**config.mk**
```make
export PLATFORM = sky130hd
export DESIGN_NAME = sorted_priority_queue
export DESIGN_NICKNAME = d
export VERILOG_FILES = /design/src/hdl/spq_pkg.sv /design/src/hdl/spq_ctrl.sv /design/src/hdl/spq_dp.sv /design/src/hdl/sorted_priority_queue.sv
export SDC_FILE = /design/constraint.sdc
export NUM_CORES = 1
export LEC_CHECK = 0
export BUFFER_PORTS_ARGS = -buffer_cell sky130_fd_sc_hd__buf_2
export CAP_MARGIN = 20
export CORE_ASPECT_RATIO = 1.75
export CORE_UTILIZATION = 30
export DETAILED_ROUTE_END_ITERATION = 10
export GPL_ROUTABILITY_DRIVEN = 0
export HOLD_SLACK_MARGIN = 0.12
export PLACE_DENSITY = 0.41
export SKIP_LAST_GASP = 1
export SLEW_MARGIN = 40
export SYNTH_ARGS = -nofsm -noshare
export SYNTH_HDL_FRONTEND = slang
export SYNTH_SLANG_ARGS = --single-unit
```
**constraint.sdc**
```tcl
create_clock -name clk -period 5.4 [get_ports clk]
set_clock_uncertainty 0.05 [all_clocks]
set_input_delay 0.27 -clock clk [delete_from_list [all_inputs] [get_ports clk]]
set_output_delay 0.27 -clock clk [all_outputs]
set_load 0.02 [all_outputs]
```
**src/hdl/spq_pkg.sv**
```systemverilog
// ----------------------------------------------------------------------------
// spq_pkg
// shared types, codes and widths of the sorted priority queue
// ----------------------------------------------------------------------------
`timescale 1ns / 1ps

package spq_pkg;

    // default number of queue slots
    localparam int DEPTH_DEF = 16;

    // field widths
    localparam int KIND_W   = 2;
    localparam int IDENT_W  = 16;
    localparam int PRIO_W   = 8;
    localparam int STATUS_W = 2;
    localparam int HELD_W   = 5;

    // operation codes
    localparam logic [KIND_W-1:0] KIND_INSERT = 2'd0;
    localparam logic [KIND_W-1:0] KIND_POP    = 2'd1;
    localparam logic [KIND_W-1:0] KIND_PEEK   = 2'd2;

    // status codes
    localparam logic [STATUS_W-1:0] ST_OK    = 2'd0;
    localparam logic [STATUS_W-1:0] ST_EMPTY = 2'd1;
    localparam logic [STATUS_W-1:0] ST_FULL  = 2'd2;

    // commands from controller to datapath
    typedef struct packed {
        logic load;   // capture the operation from the input ports
        logic exec;   // apply the captured operation and register its result
    } spq_cmd_t;

endpackage

```
**src/hdl/spq_ctrl.sv**
```systemverilog
// ----------------------------------------------------------------------------
// spq_ctrl
// two-state sequencer: accepts a command, then runs it in the datapath
// ----------------------------------------------------------------------------
`timescale 1ns / 1ps

module spq_ctrl
(
    input  logic              clk,
    input  logic              rst_n,
    input  logic              start,
    output logic              busy,
    output logic              done,
    output spq_pkg::spq_cmd_t cmd
);

    typedef enum logic [1:0] {
        S_IDLE = 2'b01,
        S_EXEC = 2'b10
    } state_t;

    state_t state_reg;
    state_t state_next;
    logic   done_reg;

    // next state
    always_comb
    begin
        state_next = state_reg;
        unique case (state_reg)
            S_IDLE:
            begin
                if (start)
                begin
                    state_next = S_EXEC;
                end
            end
            S_EXEC:
            begin
                state_next = S_IDLE;
            end
            default:
            begin
                state_next = S_IDLE;
            end
        endcase
    end

    // state and result strobe registers
    always_ff @(posedge clk or negedge rst_n)
    begin
        if (!rst_n)
        begin
            state_reg <= S_IDLE;
            done_reg  <= 1'b0;
        end
        else
        begin
            state_reg <= state_next;
            done_reg  <= (state_reg == S_EXEC);
        end
    end

    // commands and status
    assign busy     = (state_reg == S_EXEC);
    assign done     = done_reg;
    assign cmd.load = start && (state_reg == S_IDLE);
    assign cmd.exec = (state_reg == S_EXEC);

endmodule

```
**src/hdl/spq_dp.sv**
```systemverilog
// ----------------------------------------------------------------------------
// spq_dp
// row of slot cells with per-cell compare and shift, plus result registers
// ----------------------------------------------------------------------------
`timescale 1ns / 1ps

module spq_dp
#(
    parameter int DEPTH = spq_pkg::DEPTH_DEF
)
(
    input  logic                           clk,
    input  logic                           rst_n,
    input  spq_pkg::spq_cmd_t              cmd,
    input  logic [spq_pkg::KIND_W-1:0]     kind,
    input  logic [spq_pkg::IDENT_W-1:0]    job_ident,
    input  logic [spq_pkg::PRIO_W-1:0]     job_priority,
    output logic [spq_pkg::STATUS_W-1:0]   status,
    output logic [spq_pkg::IDENT_W-1:0]    out_ident,
    output logic [spq_pkg::PRIO_W-1:0]     out_priority,
    output logic [spq_pkg::HELD_W-1:0]     held_count
);

    localparam int CNT_W = $clog2(DEPTH + 1);

    // slot storage, slot 0 is the front
    logic [spq_pkg::IDENT_W-1:0]  slot_ident_reg    [DEPTH];
    logic [spq_pkg::PRIO_W-1:0]   slot_priority_reg [DEPTH];
    logic [CNT_W-1:0]             count_reg;
    logic [CNT_W-1:0]             count_next;

    // captured operation
    logic [spq_pkg::KIND_W-1:0]   kind_reg;
    logic [spq_pkg::IDENT_W-1:0]  ident_in_reg;
    logic [spq_pkg::PRIO_W-1:0]   prio_in_reg;

    // result registers
    logic [spq_pkg::STATUS_W-1:0] status_reg;
    logic [spq_pkg::STATUS_W-1:0] status_next;
    logic [spq_pkg::IDENT_W-1:0]  out_ident_reg;
    logic [spq_pkg::IDENT_W-1:0]  out_ident_next;
    logic [spq_pkg::PRIO_W-1:0]   out_priority_reg;
    logic [spq_pkg::PRIO_W-1:0]   out_priority_next;
    logic [spq_pkg::HELD_W-1:0]   held_reg;
    logic [CNT_W+spq_pkg::HELD_W-1:0] held_ext;

    logic             full;
    logic             empty;
    logic             do_insert;
    logic             do_pop;
    logic [DEPTH-1:0] ge;

    // capture the operation at transfer
    always_ff @(posedge clk)
    begin
        if (cmd.load)
        begin
            kind_reg     <= kind;
            ident_in_reg <= job_ident;
            prio_in_reg  <= job_priority;
        end
    end

    assign full  = (count_reg == CNT_W'(DEPTH));
    assign empty = (count_reg == '0);

    // operation decode and result
    always_comb
    begin
        count_next        = count_reg;
        status_next       = spq_pkg::ST_OK;
        out_ident_next    = '0;
        out_priority_next = '0;
        do_insert         = 1'b0;
        do_pop            = 1'b0;
        unique case (kind_reg) inside
            spq_pkg::KIND_INSERT:
            begin
                if (full)
                begin
                    status_next = spq_pkg::ST_FULL;
                end
                else
                begin
                    count_next = count_reg + CNT_W'(1);
                    do_insert  = cmd.exec;
                end
            end
            spq_pkg::KIND_POP, spq_pkg::KIND_PEEK:
            begin
                if (empty)
                begin
                    status_next = spq_pkg::ST_EMPTY;
                end
                else
                begin
                    out_ident_next    = slot_ident_reg[0];
                    out_priority_next = slot_priority_reg[0];
                    if (kind_reg == spq_pkg::KIND_POP)
                    begin
                        count_next = count_reg - CNT_W'(1);
                        do_pop     = cmd.exec;
                    end
                end
            end
            default:
            begin
                status_next = spq_pkg::ST_OK;
            end
        endcase
    end

    // per-cell compare: held and of equal or higher priority, a prefix of the row
    genvar i;
    generate
        for (i = 0; i < DEPTH; i++)
        begin : g_cell
            assign ge[i] = (CNT_W'(i) < count_reg) && (slot_priority_reg[i] >= prio_in_reg);

            if (i == 0)
            begin : g_front
                // front cell: takes the new job or the one behind it
                always_ff @(posedge clk)
                begin
                    if (do_insert && !ge[0])
                    begin
                        slot_ident_reg[0]    <= ident_in_reg;
                        slot_priority_reg[0] <= prio_in_reg;
                    end
                    else if (do_pop && (DEPTH > 1))
                    begin
                        slot_ident_reg[0]    <= slot_ident_reg[(DEPTH > 1) ? 1 : 0];
                        slot_priority_reg[0] <= slot_priority_reg[(DEPTH > 1) ? 1 : 0];
                    end
                end
            end
            else if (i == DEPTH - 1)
            begin : g_back
                // back cell: takes the new job or the one ahead of it
                always_ff @(posedge clk)
                begin
                    if (do_insert && !ge[i])
                    begin
                        if (ge[i-1])
                        begin
                            slot_ident_reg[i]    <= ident_in_reg;
                            slot_priority_reg[i] <= prio_in_reg;
                        end
                        else
                        begin
                            slot_ident_reg[i]    <= slot_ident_reg[i-1];
                            slot_priority_reg[i] <= slot_priority_reg[i-1];
                        end
                    end
                end
            end
            else
            begin : g_mid
                // middle cell: new job, shift back, or shift forward
                always_ff @(posedge clk)
                begin
                    if (do_insert && !ge[i])
                    begin
                        if (ge[i-1])
                        begin
                            slot_ident_reg[i]    <= ident_in_reg;
                            slot_priority_reg[i] <= prio_in_reg;
                        end
                        else
                        begin
                            slot_ident_reg[i]    <= slot_ident_reg[i-1];
                            slot_priority_reg[i] <= slot_priority_reg[i-1];
                        end
                    end
                    else if (do_pop)
                    begin
                        slot_ident_reg[i]    <= slot_ident_reg[i+1];
                        slot_priority_reg[i] <= slot_priority_reg[i+1];
                    end
                end
            end
        end
    endgenerate

    // fill count
    always_ff @(posedge clk or negedge rst_n)
    begin
        if (!rst_n)
        begin
            count_reg <= '0;
        end
        else if (cmd.exec)
        begin
            count_reg <= count_next;
        end
    end

    // held count is the fill count masked to the port width
    assign held_ext = {{spq_pkg::HELD_W{1'b0}}, count_next};

    // result registers
    always_ff @(posedge clk)
    begin
        if (cmd.exec)
        begin
            status_reg       <= status_next;
            out_ident_reg    <= out_ident_next;
            out_priority_reg <= out_priority_next;
            held_reg         <= held_ext[spq_pkg::HELD_W-1:0];
        end
    end

    assign status       = status_reg;
    assign out_ident    = out_ident_reg;
    assign out_priority = out_priority_reg;
    assign held_count   = held_reg;

endmodule

```
**src/hdl/sorted_priority_queue.sv**
```systemverilog
// ----------------------------------------------------------------------------
// sorted_priority_queue
// job queue kept sorted highest priority first, insert / pop / peek commands
//
//   channel   direction   handshake              payload
//   command   in          start, busy            kind, job_ident, job_priority
//   result    out         done (one-cycle pulse) status, out_ident,
//                                                out_priority, held_count
//
// every command is transferred, executed in the slot cells while busy is
// high, then done pulses with the result while a new command is taken.
// all slots compare and shift in parallel, so the cost does not grow with
// fill level. reset clears the sequencer and fill count only; slot contents need no reset.
// results cannot be stalled; they are held on the ports until the next one.
// ----------------------------------------------------------------------------
`timescale 1ns / 1ps

module sorted_priority_queue
#(
    parameter int DEPTH = spq_pkg::DEPTH_DEF
)
(
    input  logic                         clk,
    input  logic                         rst_n,
    input  logic                         start,
    output logic                         busy,
    input  logic [spq_pkg::KIND_W-1:0]   kind,
    input  logic [spq_pkg::IDENT_W-1:0]  job_ident,
    input  logic [spq_pkg::PRIO_W-1:0]   job_priority,
    output logic                         done,
    output logic [spq_pkg::STATUS_W-1:0] status,
    output logic [spq_pkg::IDENT_W-1:0]  out_ident,
    output logic [spq_pkg::PRIO_W-1:0]   out_priority,
    output logic [spq_pkg::HELD_W-1:0]   held_count
);

    spq_pkg::spq_cmd_t cmd;

    // sequencer
    spq_ctrl u_ctrl
    (
        .clk   (clk),
        .rst_n (rst_n),
        .start (start),
        .busy  (busy),
        .done  (done),
        .cmd   (cmd)
    );

    // slot cells and result registers
    spq_dp #(
        .DEPTH (DEPTH)
    ) u_dp
    (
        .clk          (clk),
        .rst_n        (rst_n),
        .cmd          (cmd),
        .kind         (kind),
        .job_ident    (job_ident),
        .job_priority (job_priority),
        .status       (status),
        .out_ident    (out_ident),
        .out_priority (out_priority),
        .held_count   (held_count)
    );

endmodule

```
==> metrics <==
top cell type's share of synthesized area 0.520; dpl hpwl ~60000 um; most common library cells after synthesis 441 x edfxtp_1, 219 x a221o_1, 211 x and3_1; Final ANT Viol Nets 0; CTS Sinks 449; Starting Density 0.302; reg2reg setup slack 1.27 ns; Worst setup SP type flip-flop; Setup crit end kind flip-flop; worst setup path start u_dp.prio_in_reg[2]; Slew @ Worst Pin 0.788 ns; initial DRC count 1260; total congestion overflow 0; crit path capture u_dp.slot_ident_reg[1][110]; clk buf depth 3; register area share after synthesis 0.528; final slew viol count 0; Cell Int Power between 6 and 7 mW; Setup Fix Bufs, Post-CTS 0; final hold violations 0; RSZ-0062 raised after global routing no; Nets 2284; Post-Route WL approximately 79000 um; P_leak 10.6 nW; Clock Latency Late Sink 0.63 ns; Area contributors post-synth edfxtp_1 52%, a221o_1 8.6%, ha_1 6.6%; Clock transition at path regs 0.06 ns; f_max 242 MHz; Via density roughly 5.7; Peak VDD IR between 0.2 and 0.25 mV; WP data arrival 4.45 ns; reg2reg path depth 9; H-Tree Depth 2; synth warn 0; min cycle time layout around 4.1 ns; via count around 18k; final worst slack 1.27 ns; combinational fraction of design power 0.149; CP Max Fanout 20; Hold WS roughly 0.30 ns; Synth Register Bits 449; I/O pin cnt 62; DRC errors left 0; Rows 141; die area ~86000 sq um; average size of a mapped cell 12.1 sq um; buffers added on ports 61; largest area contributor in the netlist edfxtp_1; vias in the first global route 19.2k; synth-to-layout area growth 13.4%; WL/cell 24.4 um; EDFF count, synth 441; FF-to-FF End u_dp.slot_ident_reg[1][110]; root buf cell clkbuf_16; Mapped Nets ~2.3k; fin crit share 0.765; Cell variety after synth 68; CTS resizes 0; cts bufs inserted 48; Floorplan Core Area 84200 sq um; Top FF cell, synth edfxtp_1; Die Span X around 220 um; antenna violations before repair 0; first-pass GRT wire length 120000 um; dpl ws 1.26 ns; PwrDens ~300 nW/um^2; Seq pwr share 0.474; TritonRoute pass-1 iters 7; mapped cell area 25500 sq um; P_sw 2.47 mW; Slew HR 0.475; max reg flops 256; worst r2r src u_dp.prio_in_reg[2]; Worst Hold Class in2reg; Clock Power Share 0.377; TNS Setup 0 ns; max cap viols 0; Die Span Y around 390 um; CTS Hold Bufs 30; final setup fails 0; required time worst endpoint about 5.7 ns; Sw Ratio 0.281; layout cell share with drive strength beyond 1 0.170; CTS tree done; most common cell in the netlist edfxtp_1; critical path class reg2reg; asr flop ratio synth 0.0178; gr usage total 0.183; status finished clean; Synth Instances between 2k and 2.5k; largest net degree at the start of global routing 96
==> power by group through the flow <==
stage                     Combinational (mW)  Clock, mW  Sequential [mW]
after global placement                  1.27          0             4.23
after floorplan                        0.919          0             4.15
after global routing                    1.45       3.51             4.18
after detailed placement                1.31          0             4.24
after CTS                               1.33       3.43             4.16
final                                   1.31       3.31             4.16
==> per-stage QoR <==
step                      total power [mW]   util  instance area (sq um)  cells
after floorplan                       5.07      -                  25500   2095
after global placement                5.51  0.321                  27000   3109
after detailed placement              5.55  0.322                  27100   3111
after CTS                             8.92  0.343                  28800   3223
after global routing                  9.13  0.343                  28900   3224
final                                 8.78  0.343                  28900   3225
==> worst min path at each step <==
stage                          from                    end  slack, ns  depth (start not counted)
floorplan                     rst_n            u_ctrl.done      -0.08                          0
global placement              rst_n    u_ctrl.state_reg[1]       0.08                          1
detailed placement            rst_n            u_ctrl.done       0.09                          1
CTS                   job_ident[14]  u_dp.ident_in_reg[14]       0.26                          2
global route          job_ident[14]  u_dp.ident_in_reg[14]       0.29                          2
finish              job_priority[6]    u_dp.prio_in_reg[6]       0.30                          2
==> area by class of cell <==
class,count,area (sq um)
diodes,1,2.50
clock buffers,61,1270
clock inverters,21,203
fillers,8216,55300
inverters,35,134
multi-input cells,1401,11100
flip-flops and latches,449,13400
well taps,1072,1340
repair buffers,185,1400
==> worst max-delay path, cell delays in order (launching register included) <==
cell	delay, ns
edfxtp_1	0.73
inv_1	0.53
ha_1	0.45
a211o_1	0.25
a31oi_1	0.21
o21ai_1	0.23
a221oi_4	0.52
buf_12	0.25
mux2_2	0.36
mux2_2	0.26
==> per-layer routing <==
metal  GRT usage  share of wire  routed length (um)  vias to the layer above
met4      0.0847          0.044                3470                        0
li1            -              -                   -                     8646
met2       0.360           0.56               44200                      473
met5           0              0                   0                        -
met3      0.0203          0.034                2690                      149
met1       0.189           0.36               28500                     9061
==> cells in the final DEF (no fill, tap or decap), types with 8 or more instances in the layout <==
master,count
a211oi_1,44
a21o_1,17
a21oi_1,80
a221o_1,219
and3_1,211
buf_2,61
buf_4,85
clkbuf_1,12
clkbuf_16,49
clkinv_1,8
dlygate4sd3_1,30
edfxtp_1,441
ha_1,134
inv_1,34
mux2_2,100
nand2_1,54
nand2b_1,20
nand3_1,78
nand4_1,11
nor2_1,30
nor3_1,27
nor3b_1,24
o211ai_1,125
o21a_1,11
o21ai_0,87
o221ai_1,26
==> cells by family (layout without fill, tap and decap cells) <==
logic type | Yosys count | count (layout) | share of synthesized area
AO/OA/AOI/OAI | 682 | 682 | 0.211
adder cells (fa/ha/maj) | 135 | 135 | 0.0664
buffers and inverters | 245 | 302 | 0.0418
flip-flops | 449 | 449 | 0.528
multiplexers | 103 | 103 | 0.0454
other | 0 | 1 | 0
AND/OR/NAND/NOR | 481 | 481 | 0.107
Note: power is estimated with default switching activity, not from simulation.
